File: config.mk
export PLATFORM = sky130hd
export DESIGN_NAME = two_class_priority_queue
export DESIGN_NICKNAME = d
export VERILOG_FILES = /design/src/rtl/core/tcpq_pkg.sv /design/src/rtl/core/tcpq_mem.sv /design/src/rtl/core/two_class_priority_queue.sv
export SDC_FILE = /design/constraint.sdc
export NUM_CORES = 2
export LEC_CHECK = 0
export BUFFER_PORTS_ARGS = -buffer_cell sky130_fd_sc_hd__buf_4
export CAP_MARGIN = 20
export CELL_PAD_IN_SITES_DETAIL_PLACEMENT = 1
export CELL_PAD_IN_SITES_GLOBAL_PLACEMENT = 2
export CORE_AREA = 10 10 741 743
export CTS_CLUSTER_DIAMETER = 120
export CTS_CLUSTER_SIZE = 25
export DETAILED_ROUTE_END_ITERATION = 10
export DIE_AREA = 0 0 751 753
export PLACE_DENSITY = 0.54
export SLEW_MARGIN = 10
export SYNTH_ARGS = -nofsm -noshare
export SYNTH_HDL_FRONTEND = slang
export SYNTH_SLANG_ARGS = --single-unit
File: constraint.sdc
create_clock -name clk -period 4.87 [get_ports clk]
set_input_delay 0.7305 -clock clk [delete_from_list [all_inputs] [get_ports clk]]
set_output_delay 0.7305 -clock clk [all_outputs]
set_load 0.02 [all_outputs]
File: src/rtl/core/tcpq_pkg.sv
// Shared types and codes for the two-class priority queue.
`default_nettype none

package tcpq_pkg;

  // Request operation codes
  localparam logic [2:0] OP_ADD_NORMAL = 3'd0;
  localparam logic [2:0] OP_ADD_URGENT = 3'd1;
  localparam logic [2:0] OP_SERVE      = 3'd2;
  localparam logic [2:0] OP_PEEK       = 3'd3;
  localparam logic [2:0] OP_FIND       = 3'd4;
  localparam logic [2:0] OP_DELETE     = 3'd5;

  // Result status codes
  localparam logic [1:0] ST_OK   = 2'd0;
  localparam logic [1:0] ST_MISS = 2'd1;
  localparam logic [1:0] ST_FULL = 2'd2;

  localparam int unsigned REPORT_TOKEN_W = 16;

  // Entry payload except the token
  typedef struct packed {
    logic [31:0] handle;
    logic [7:0]  age;
    logic [1:0]  gender;
    logic        urgent;
  } info_t;

  typedef enum logic [3:0] {
    S_IDLE,
    S_DECODE,
    S_UP,
    S_PUT,
    S_DOWN,
    S_RD0,
    S_CAP,
    S_SCAN,
    S_FIN
  } state_t;

endpackage

`default_nettype wire

File: src/rtl/core/tcpq_mem.sv
// Entry memory: one write port, one read port with registered read data.
`default_nettype none

module tcpq_mem #(
  parameter int unsigned DEPTH = 64,
  parameter int unsigned AW    = 6,
  parameter int unsigned W     = 59
) (
  input  wire logic          clk,
  input  wire logic          we,
  input  wire logic [AW-1:0] waddr,
  input  wire logic [W-1:0]  wdata,
  input  wire logic [AW-1:0] raddr,
  output logic      [W-1:0]  rdata
);

  logic [W-1:0] mem [DEPTH];

  always_ff @(posedge clk) begin
    if (we) begin
      mem[waddr] <= wdata;
    end
  end

  always_ff @(posedge clk) begin
    rdata <= mem[raddr];
  end

endmodule

`default_nettype wire

File: src/rtl/core/two_class_priority_queue.sv
// Top level of the two-class priority queue: sequencer, counters and result register.
//
// - Request channel (in_valid / in_ready) carries op, record_handle, age, gender and
//   token_query. Take one request at a time; in_ready is high only while the
//   sequencer is idle.
// - Result channel (out_valid / out_ready) returns exactly one result per request from
//   an output register, so a new request is taken while an older result still waits.
// - Configuration channel (cfg_valid / cfg_ready) loads first_token into the token
//   counter; cfg_ready is high only while the sequencer is idle.
// - Requests walk the entries through the memory port, one memory access per cycle: an
//   add moves the entries behind the insert slot back, a serve closes the gap at the
//   front, a find or delete reads from the front until a match or the last entry held,
//   and a delete then closes the gap at the match. The sequencer is idle again in the
//   same cycle that the result turns valid.
// - Reset clears the entry count, the urgent count and the output valid and loads the
//   token counter with 100. Entry memory is not cleared; slots at or past the count
//   are never read.
// - When the receiver stalls, the result holds and the next request waits in its
//   final step until the output register frees.
`default_nettype none

module two_class_priority_queue #(
  parameter int unsigned DEPTH      = 64,
  parameter int unsigned TOKEN_BITS = 16
) (
  input  wire logic        clk,
  input  wire logic        rst,
  // request channel
  input  wire logic        in_valid,
  output logic             in_ready,
  input  wire logic [2:0]  op,
  input  wire logic [31:0] record_handle,
  input  wire logic [7:0]  age,
  input  wire logic [1:0]  gender,
  input  wire logic [15:0] token_query,
  // result channel
  output logic             out_valid,
  input  wire logic        out_ready,
  output logic [1:0]       status,
  output logic [15:0]      token,
  output logic [31:0]      record_handle_out,
  output logic [7:0]       age_out,
  output logic [1:0]       gender_out,
  output logic             urgent_out,
  output logic [6:0]       occupancy,
  // configuration channel
  input  wire logic        cfg_valid,
  output logic             cfg_ready,
  input  wire logic [15:0] first_token
);

  localparam int unsigned AW     = $clog2(DEPTH);
  localparam int unsigned CW     = $clog2(DEPTH + 1);
  localparam int unsigned INFO_W = $bits(tcpq_pkg::info_t);
  localparam int unsigned EW     = TOKEN_BITS + INFO_W;
  localparam logic [CW-1:0] DEPTH_C = CW'(DEPTH);
  localparam logic [CW-1:0] ONE_C   = CW'(1);
  localparam logic [CW-1:0] TWO_C   = CW'(2);
  localparam logic [CW-1:0] ZERO_C  = CW'(0);

  // Sequencer state
  tcpq_pkg::state_t state, state_next;

  // Queue bookkeeping
  logic [CW-1:0]         count, count_next;
  logic [CW-1:0]         ucount, ucount_next;
  logic [TOKEN_BITS-1:0] next_tok, next_tok_next;

  // Walk unit: index, insert position, pending write address
  logic [CW-1:0] idx, idx_next;
  logic [CW-1:0] pos, pos_next;
  logic [AW-1:0] wa, wa_next;
  logic          pend, pend_next;

  // Captured request
  logic [2:0]            c_op;
  logic [31:0]           c_handle;
  logic [7:0]            c_age;
  logic [1:0]            c_gender;
  logic [TOKEN_BITS-1:0] c_query;

  // Staged result
  logic [1:0]                            r_status, r_status_next;
  logic [tcpq_pkg::REPORT_TOKEN_W-1:0]   r_tok, r_tok_next;
  tcpq_pkg::info_t                       r_info, r_info_next;

  // Memory port
  logic          mem_we;
  logic [AW-1:0] mem_waddr;
  logic [EW-1:0] mem_wdata;
  logic [AW-1:0] mem_raddr;
  logic [EW-1:0] mem_rdata;

  logic [TOKEN_BITS-1:0] rd_tok;
  tcpq_pkg::info_t       rd_info;
  tcpq_pkg::info_t       new_info;
  logic                  is_add;
  logic                  add_urgent;
  logic                  scan_hit;
  logic                  up_more;
  logic                  down_more;
  logic                  out_free;
  logic                  in_take;

  assign rd_tok     = mem_rdata[EW-1 -: TOKEN_BITS];
  assign rd_info    = tcpq_pkg::info_t'(mem_rdata[INFO_W-1:0]);
  assign add_urgent = (c_op == tcpq_pkg::OP_ADD_URGENT);
  assign is_add     = (c_op == tcpq_pkg::OP_ADD_NORMAL) || add_urgent;
  assign new_info   = '{handle: c_handle, age: c_age, gender: c_gender, urgent: add_urgent};
  assign scan_hit   = pend && (rd_tok == c_query);
  assign up_more    = (idx > pos);
  assign down_more  = ((idx + ONE_C) < count);
  assign out_free   = !out_valid || out_ready;
  assign in_take    = in_valid && in_ready;

  assign in_ready  = (state == tcpq_pkg::S_IDLE);
  assign cfg_ready = (state == tcpq_pkg::S_IDLE);

  tcpq_mem #(
    .DEPTH (DEPTH),
    .AW    (AW),
    .W     (EW)
  ) u_mem (
    .clk   (clk),
    .we    (mem_we),
    .waddr (mem_waddr),
    .wdata (mem_wdata),
    .raddr (mem_raddr),
    .rdata (mem_rdata)
  );

  // Next state
  always_comb begin
    state_next = state;
    case (state)
      tcpq_pkg::S_IDLE: begin
        if (in_take) begin
          state_next = tcpq_pkg::S_DECODE;
        end
      end
      tcpq_pkg::S_DECODE: begin
        if (is_add) begin
          state_next = (count == DEPTH_C) ? tcpq_pkg::S_FIN : tcpq_pkg::S_UP;
        end else if (c_op == tcpq_pkg::OP_SERVE) begin
          state_next = (count == ZERO_C) ? tcpq_pkg::S_FIN : tcpq_pkg::S_DOWN;
        end else if (c_op == tcpq_pkg::OP_PEEK) begin
          state_next = (count >= TWO_C) ? tcpq_pkg::S_CAP : tcpq_pkg::S_FIN;
        end else if ((c_op == tcpq_pkg::OP_FIND) || (c_op == tcpq_pkg::OP_DELETE)) begin
          state_next = tcpq_pkg::S_SCAN;
        end else begin
          state_next = tcpq_pkg::S_FIN;
        end
      end
      tcpq_pkg::S_UP: begin
        if (!up_more) begin
          state_next = tcpq_pkg::S_PUT;
        end
      end
      tcpq_pkg::S_PUT: begin
        state_next = tcpq_pkg::S_FIN;
      end
      tcpq_pkg::S_DOWN: begin
        if (!down_more) begin
          if ((c_op == tcpq_pkg::OP_SERVE) && (count != ONE_C)) begin
            state_next = tcpq_pkg::S_RD0;
          end else begin
            state_next = tcpq_pkg::S_FIN;
          end
        end
      end
      tcpq_pkg::S_RD0: begin
        state_next = tcpq_pkg::S_CAP;
      end
      tcpq_pkg::S_CAP: begin
        state_next = tcpq_pkg::S_FIN;
      end
      tcpq_pkg::S_SCAN: begin
        if (scan_hit) begin
          state_next = (c_op == tcpq_pkg::OP_DELETE) ? tcpq_pkg::S_DOWN : tcpq_pkg::S_FIN;
        end else if (idx >= count) begin
          state_next = tcpq_pkg::S_FIN;
        end
      end
      tcpq_pkg::S_FIN: begin
        if (out_free) begin
          state_next = tcpq_pkg::S_IDLE;
        end
      end
      default: begin
        state_next = tcpq_pkg::S_IDLE;
      end
    endcase
  end

  // Datapath and memory control
  always_comb begin
    count_next    = count;
    ucount_next   = ucount;
    next_tok_next = next_tok;
    idx_next      = idx;
    pos_next      = pos;
    wa_next       = wa;
    pend_next     = pend;
    r_status_next = r_status;
    r_tok_next    = r_tok;
    r_info_next   = r_info;
    mem_we        = 1'b0;
    mem_waddr     = wa;
    mem_wdata     = mem_rdata;
    mem_raddr     = '0;

    case (state)
      tcpq_pkg::S_DECODE: begin
        // Default result: miss, nothing reported
        r_status_next = tcpq_pkg::ST_MISS;
        r_tok_next    = '0;
        r_info_next   = '0;
        idx_next      = ZERO_C;
        pend_next     = 1'b0;
        if (is_add) begin
          if (count == DEPTH_C) begin
            r_status_next = tcpq_pkg::ST_FULL;
          end else begin
            // Walk from the back down to the insert slot
            pos_next = add_urgent ? ucount : count;
            idx_next = count;
          end
        end else if (c_op == tcpq_pkg::OP_SERVE) begin
          // The front is urgent whenever any urgent entry is held
          if (count != ZERO_C && ucount != ZERO_C) begin
            ucount_next = ucount - ONE_C;
          end
        end else if (c_op == tcpq_pkg::OP_PEEK) begin
          mem_raddr = AW'(1);
        end
      end
      tcpq_pkg::S_UP: begin
        // Move entry idx-1 to idx, one per cycle; each write follows its read in the next cycle
        mem_we = pend;
        if (up_more) begin
          mem_raddr = AW'(idx - ONE_C);
          wa_next   = AW'(idx);
          idx_next  = idx - ONE_C;
          pend_next = 1'b1;
        end else begin
          pend_next = 1'b0;
        end
      end
      tcpq_pkg::S_PUT: begin
        mem_we        = 1'b1;
        mem_waddr     = AW'(pos);
        mem_wdata     = {next_tok, new_info};
        r_status_next = tcpq_pkg::ST_OK;
        r_tok_next    = tcpq_pkg::REPORT_TOKEN_W'(next_tok);
        r_info_next   = new_info;
        count_next    = count + ONE_C;
        if (add_urgent) begin
          ucount_next = ucount + ONE_C;
        end
        next_tok_next = next_tok + TOKEN_BITS'(1);
      end
      tcpq_pkg::S_DOWN: begin
        // Move entry idx+1 to idx to close the gap
        mem_we = pend;
        if (down_more) begin
          mem_raddr = AW'(idx + ONE_C);
          wa_next   = AW'(idx);
          idx_next  = idx + ONE_C;
          pend_next = 1'b1;
        end else begin
          pend_next  = 1'b0;
          count_next = count - ONE_C;
        end
      end
      tcpq_pkg::S_RD0: begin
        mem_raddr = '0;
      end
      tcpq_pkg::S_CAP: begin
        r_status_next = tcpq_pkg::ST_OK;
        r_tok_next    = tcpq_pkg::REPORT_TOKEN_W'(rd_tok);
        r_info_next   = rd_info;
      end
      tcpq_pkg::S_SCAN: begin
        if (scan_hit) begin
          r_status_next = tcpq_pkg::ST_OK;
          r_tok_next    = tcpq_pkg::REPORT_TOKEN_W'(rd_tok);
          r_info_next   = rd_info;
          pend_next     = 1'b0;
          if (c_op == tcpq_pkg::OP_DELETE) begin
            if (rd_info.urgent && (ucount != ZERO_C)) begin
              ucount_next = ucount - ONE_C;
            end
            idx_next = CW'(wa);
          end
        end else if (idx < count) begin
          // Read the next slot, compare it next cycle
          mem_raddr = AW'(idx);
          wa_next   = AW'(idx);
          idx_next  = idx + ONE_C;
          pend_next = 1'b1;
        end else begin
          pend_next = 1'b0;
        end
      end
      default: begin
      end
    endcase

    // A config write reloads the token counter; it only lands while idle
    if (cfg_valid && cfg_ready && (state == tcpq_pkg::S_IDLE)) begin
      next_tok_next = TOKEN_BITS'(first_token);
    end
  end

  // Control registers
  always_ff @(posedge clk) begin
    if (rst) begin
      state     <= tcpq_pkg::S_IDLE;
      count     <= ZERO_C;
      ucount    <= ZERO_C;
      next_tok  <= TOKEN_BITS'(100);
      pend      <= 1'b0;
      out_valid <= 1'b0;
    end else begin
      state    <= state_next;
      count    <= count_next;
      ucount   <= ucount_next;
      next_tok <= next_tok_next;
      pend     <= pend_next;
      if ((state == tcpq_pkg::S_FIN) && out_free) begin
        out_valid <= 1'b1;
      end else if (out_ready) begin
        out_valid <= 1'b0;
      end
    end
  end

  // Payload registers
  always_ff @(posedge clk) begin
    idx      <= idx_next;
    pos      <= pos_next;
    wa       <= wa_next;
    r_status <= r_status_next;
    r_tok    <= r_tok_next;
    r_info   <= r_info_next;
    if (in_take) begin
      c_op     <= op;
      c_handle <= record_handle;
      c_age    <= age;
      c_gender <= gender;
      c_query  <= TOKEN_BITS'(token_query);
    end
    // Hand the staged result to the output register once it is free
    if ((state == tcpq_pkg::S_FIN) && out_free) begin
      status            <= r_status;
      token             <= r_tok;
      record_handle_out <= r_info.handle;
      age_out           <= r_info.age;
      gender_out        <= r_info.gender;
      urgent_out        <= r_info.urgent;
      occupancy         <= 7'(count);
    end
  end

endmodule

`default_nettype wire
==> results summary <==
The total global routing track utilization came out at 22.5%. Of the cells placed in the final design, the portion with a size suffix greater than 1 is 15.2%. The number of detailed-route iterations in the first pass is 8. The core region is 534000 um2. Wires add up to 663 mm. For this run, the leading register cell type out of synthesis is sky130_fd_sc_hd__edfxtp_1. For this configuration, the core starts out at a cell density of 29.9%. The number of global-route vias before repair is 103000.

Setup repair after global routing could not meet its margin everywhere. By count the netlist is led by sky130_fd_sc_hd__edfxtp_1 (3986), sky130_fd_sc_hd__nand2_1 (2505), sky130_fd_sc_hd__a21oi_1 (961). The internal power contribution came out at 55.9 mW. Sorting the synthesized cells by area gives the leading types as sky130_fd_sc_hd__edfxtp_1 (75%), sky130_fd_sc_hd__nand2_1 (5.9%), sky130_fd_sc_hd__a21oi_1 (3.0%), sky130_fd_sc_hd__mux2i_1 (2.5%), sky130_fd_sc_hd__nand3_1 (1.3%).

The endpoint identified for the worst register-to-register timing path is u_mem.rdata[0]$_DFF_P_. The count of endpoints failing setup in the final report came out at 3. After detailed routing, the wire length on met1 is 299 mm. The cell type with the largest total area after synthesis is sky130_fd_sc_hd__edfxtp_1.

The first global-routing pass estimated 894 mm of wire. The top-level port count is 153. The fraction of the yosys area taken by sequential cells came out at 76.2%. The area of the multi-input gates is 35800 um2. The critical path required time is 5.82 ns.

The worst setup path is captured at a flop. In this run the worst hold path is classified as primary input to flop. The clock network accounts for 23.9% of the total power. The critical path ends at u_mem.rdata[0]$_DFF_P_. Clock tree synthesis selected as its root buffer the cell sky130_fd_sc_hd__clkbuf_16. The combinational share of power is 20.4%. The final critical path time including I/O delays and setup is 4.97 ns. Buffers inserted during clock tree synthesis total 188.

Final hold analysis gives a worst-case slack of 0.147 ns. The clock network latency to the later pin of the worst-skew pair came out at 1.01 ns. In the finished design, the share of the clock period the worst path needs comes to 102%. The switching fraction of total power is 30.4%.

The net count after synthesis is 11100. The initial DRC count is 13200. The reported net switching power came out at 24.5 mW. The flip-flop and latch area is 122000 um2. The x dimension of the die is 751 um.

The slew at the pin closest to its max-slew limit is 1.10 ns. The critical path class is flop to flop. TritonCTS built the clock tree. Sequential cells burn 55.7% of the power. The post-route worst setup slack came out at -0.0957 ns. The clock-pin slew on the worst setup and hold paths is 0.11 ns. The weighted congestion at the end of routability-driven global placement came out at 0.798.

Counting cells, the worst reg-to-reg path comes to 14. The via total after detailed routing is 103000. The total overflow left after global routing is 0. The number of remaining DRC errors is 0. Summing every instance area after synthesis gives 160000 um2. The area growth from synthesis to final layout is 17.0%. The worst ir drop on vdd came out at 335 uV. After filler insertion, the fill cell instance count of the layout stands at 55000. The timing-limited maximum frequency came out at 201 MHz. The clock tree skew after final layout is 0.0892 ns. Entering global routing, the biggest net connects 90 pins. Routed signal wires occupy layers up through met5.

Synthesis instantiated 77 different standard cells from the library. The number of buffer cells added on primary ports is 152. At the end of the flow, the number of nets in the layout was 12000.

By instance count, the leading cell after synthesis is sky130_fd_sc_hd__edfxtp_1. The H-tree depth came out at 4. The number of max-slew violations in the final report came out at 0. The height of the chip came out at 753 um. The sum of met2 wire segment lengths after detailed routing is 305 mm.

The checks that failed: setup timing. The fraction of synthesis flops using an asynchronous set or reset pin came out at 0%. The clock passes through at most 4 buffers. The number of maximum-capacitance violations came out at 0. The area enclosed by the die boundary came out at 566000 um2. The power per cell area came out at 431 nW/um2. The area share of the largest cell type after synthesis came out at 75.0%. The sum of net half-perimeters after detailed placement is 403 mm. In the final routed layout, each cell accounts on average for 34.8 um.

In the detailed route, the total length drawn on met3 is 41.5 mm. The total of flip-flops plus latches after synthesis is 4081. The number of warnings issued by yosys came out at 0. The register-to-register setup slack came out at -0.1 ns.

The worst path arrival time came out at 5.92 ns. The number of rows created at floorplan is 269. The static power due to leakage came out at 63.2 nW. The start of the worst register-to-register path is u_mem.rdata[50]$_DFF_P_. The mean cell area of the mapped netlist is 14.5 um2.

The count of nets left with antenna violations after detail routing is 0. Synthesis produced 11000 cells. Tracing the worst setup path back leads to its startpoint at u_mem.rdata[50]$_DFF_P_. Clock tree synthesis found a total of 4081 sinks. The nature of the critical path startpoint is a flop.

The final number of hold-violating endpoints came out at 0. The flow ran to the end, but the final reports show violations. The initial antenna violation count came out at 53. The relative slew slack came out at 26.8%. In the routed layout, each cell is associated on average with a via count of 5.41. The number of synthesized flops with an enable pin came out at 3986.

The highest net fanout along the worst path came out at 14. The pre-CTS setup slack is -0.497 ns.
[placed cells by master (no fill, tap or decap), types with 12 or more instances in the layout]
cell type and count:
sky130_fd_sc_hd__or4_4 12, sky130_fd_sc_hd__nand2_2 46, sky130_fd_sc_hd__ha_1 32, sky130_fd_sc_hd__xor2_1 15
sky130_fd_sc_hd__o2111ai_1 14, sky130_fd_sc_hd__nor3_1 307, sky130_fd_sc_hd__inv_1 24, sky130_fd_sc_hd__mux4_2 87
sky130_fd_sc_hd__buf_4 928, sky130_fd_sc_hd__and3_1 30, sky130_fd_sc_hd__nor4_1 48, sky130_fd_sc_hd__edfxtp_1 3986
sky130_fd_sc_hd__a32oi_1 227, sky130_fd_sc_hd__or4_1 85, sky130_fd_sc_hd__buf_16 12, sky130_fd_sc_hd__o211ai_1 215
sky130_fd_sc_hd__buf_12 309, sky130_fd_sc_hd__a22o_1 23, sky130_fd_sc_hd__xnor2_1 25, sky130_fd_sc_hd__dlygate4sd3_1 77
sky130_fd_sc_hd__nand2b_1 13, sky130_fd_sc_hd__o22ai_1 48, sky130_fd_sc_hd__nor4_2 28, sky130_fd_sc_hd__nand4_1 54
sky130_fd_sc_hd__a21oi_1 953, sky130_fd_sc_hd__nand3_1 420, sky130_fd_sc_hd__o21ai_0 33, sky130_fd_sc_hd__nand2_1 2445
sky130_fd_sc_hd__o31ai_1 56, sky130_fd_sc_hd__buf_6 18, sky130_fd_sc_hd__a31oi_1 36, sky130_fd_sc_hd__nand2_4 14
sky130_fd_sc_hd__clkbuf_1 130, sky130_fd_sc_hd__mux2i_1 399, sky130_fd_sc_hd__nor2_1 162, sky130_fd_sc_hd__dfxtp_1 93
sky130_fd_sc_hd__or3_1 109, sky130_fd_sc_hd__clkbuf_16 201, sky130_fd_sc_hd__nor2_4 76
[logic make-up after synthesis]
logic type	after synthesis	synth area share (%)
buffers and inverters	723	2.23
adder cells (fa/ha/maj)	34	0.271
XOR/XNOR	41	0.225
AO/OA/AOI/OAI	1696	6.61
flip-flops	4081	76.2
AND/OR/NAND/NOR	3921	10.7
multiplexers	496	3.80
[final cells by class]
| type | count | share of cell area, % |
|---|---|---|
| clock buffers | 321 | 2.82 |
| clock inverters | 15 | 0.123 |
| inverters | 25 | 0.0530 |
| repair buffers | 1357 | 7.92 |
| diodes | 11 | 0.0147 |
| flip-flops and latches | 4081 | 65.1 |
| multi-input cells | 6188 | 19.2 |
| well taps | 7046 | 4.72 |
[registers in the layout, indices dropped and copies added, names as in the netlist, 2 cells and up]
signal	cells
gender_out	2
r_tok	16
u_mem.mem	3776
c_query	16
ucount	7
count	7
c_handle	32
u_mem.rdata	59
wa	6
r_info	43
idx	7
c_age	8
c_gender	2
age_out	8
record_handle_out	32
state	4
c_op	3
next_tok	16
r_status	2
pos	7
token	16
occupancy	7
status	2
[worst min path at each step]
stage                               from                              end  slack [ns]  depth (start not counted)
finish                         out_ready           out_valid$_SDFFE_PP0P_        0.15                          3
global route                   out_ready           out_valid$_SDFFE_PP0P_        0.13                          3
CTS                            out_ready           out_valid$_SDFFE_PP0P_        0.08                          3
detailed placement   r_info[5]$_DFFE_PP_             age_out[2]$_DFFE_PP_        0.41                          0
global placement    r_info[30]$_DFFE_PP_  record_handle_out[19]$_DFFE_PP_        0.40                          0
floorplan            r_info[3]$_DFFE_PP_             age_out[0]$_DFFE_PP_        0.40                          0
[stage by stage]
step           utilization, %  setup TNS (ns)  cells  total power, mW  area (um2)
2_1_floorplan               -         -278.44  11000             52.8      160000
4_1_cts                  34.7         -0.0492  19000             80.6      186000
3_5_place_dp             33.5           -6.03  18600             61.5      179000
6_report                 34.9          -0.125  19000             80.4      187000
5_1_grt                  34.9          -0.457  19000             83.3      187000
3_3_place_gp             33.5           -3.85  18600             61.0      179000
[critical path: stages (launching register included)]
cell and delay, ns:
sky130_fd_sc_hd__dfxtp_1 0.80, sky130_fd_sc_hd__xor2_1 0.18, sky130_fd_sc_hd__or4_4 0.60, sky130_fd_sc_hd__o31a_1 0.44, sky130_fd_sc_hd__a31o_4 0.36, sky130_fd_sc_hd__buf_12 0.16
sky130_fd_sc_hd__nor2_8 0.15, sky130_fd_sc_hd__buf_12 0.20, sky130_fd_sc_hd__buf_12 0.19, sky130_fd_sc_hd__buf_6 0.20, sky130_fd_sc_hd__mux2i_1 0.10, sky130_fd_sc_hd__o211ai_1 0.53
sky130_fd_sc_hd__o2111ai_2 0.32, sky130_fd_sc_hd__nor4_4 0.45, sky130_fd_sc_hd__buf_4 0.18
[per-layer routing]
| metal | track usage, % | up-vias |
|---|---|---|
| met2 | 36.0 | 3549 |
| met3 | 2.83 | 650 |
| met4 | 4.95 | 4 |
| met1 | 32.6 | 55800 |
| met5 | 0 | - |
| li1 | - | 43100 |
[power by group through the flow]
stage | clock, mW | sequential, mW | combinational [mW]
detailed placement | 0 | 45.6 | 15.9
floorplan | 0 | 45.0 | 7.80
global placement | 0 | 45.6 | 15.4
finish | 19.2 | 44.8 | 16.4
global route | 20.8 | 44.8 | 17.7
CTS | 19.7 | 44.8 | 16.1
[what timing repair did]
action                                  4_1_cts  5_1_grt
cloned                                        2       10
hold endpoints to repair                     77        0
endpoints found under the setup margin       50       56
hold buffers                                 77        0
pin swaps                                     4       13
resized for setup                            28       76
setup buffers                                 8       13
Power figures use the tool's default switching activity.
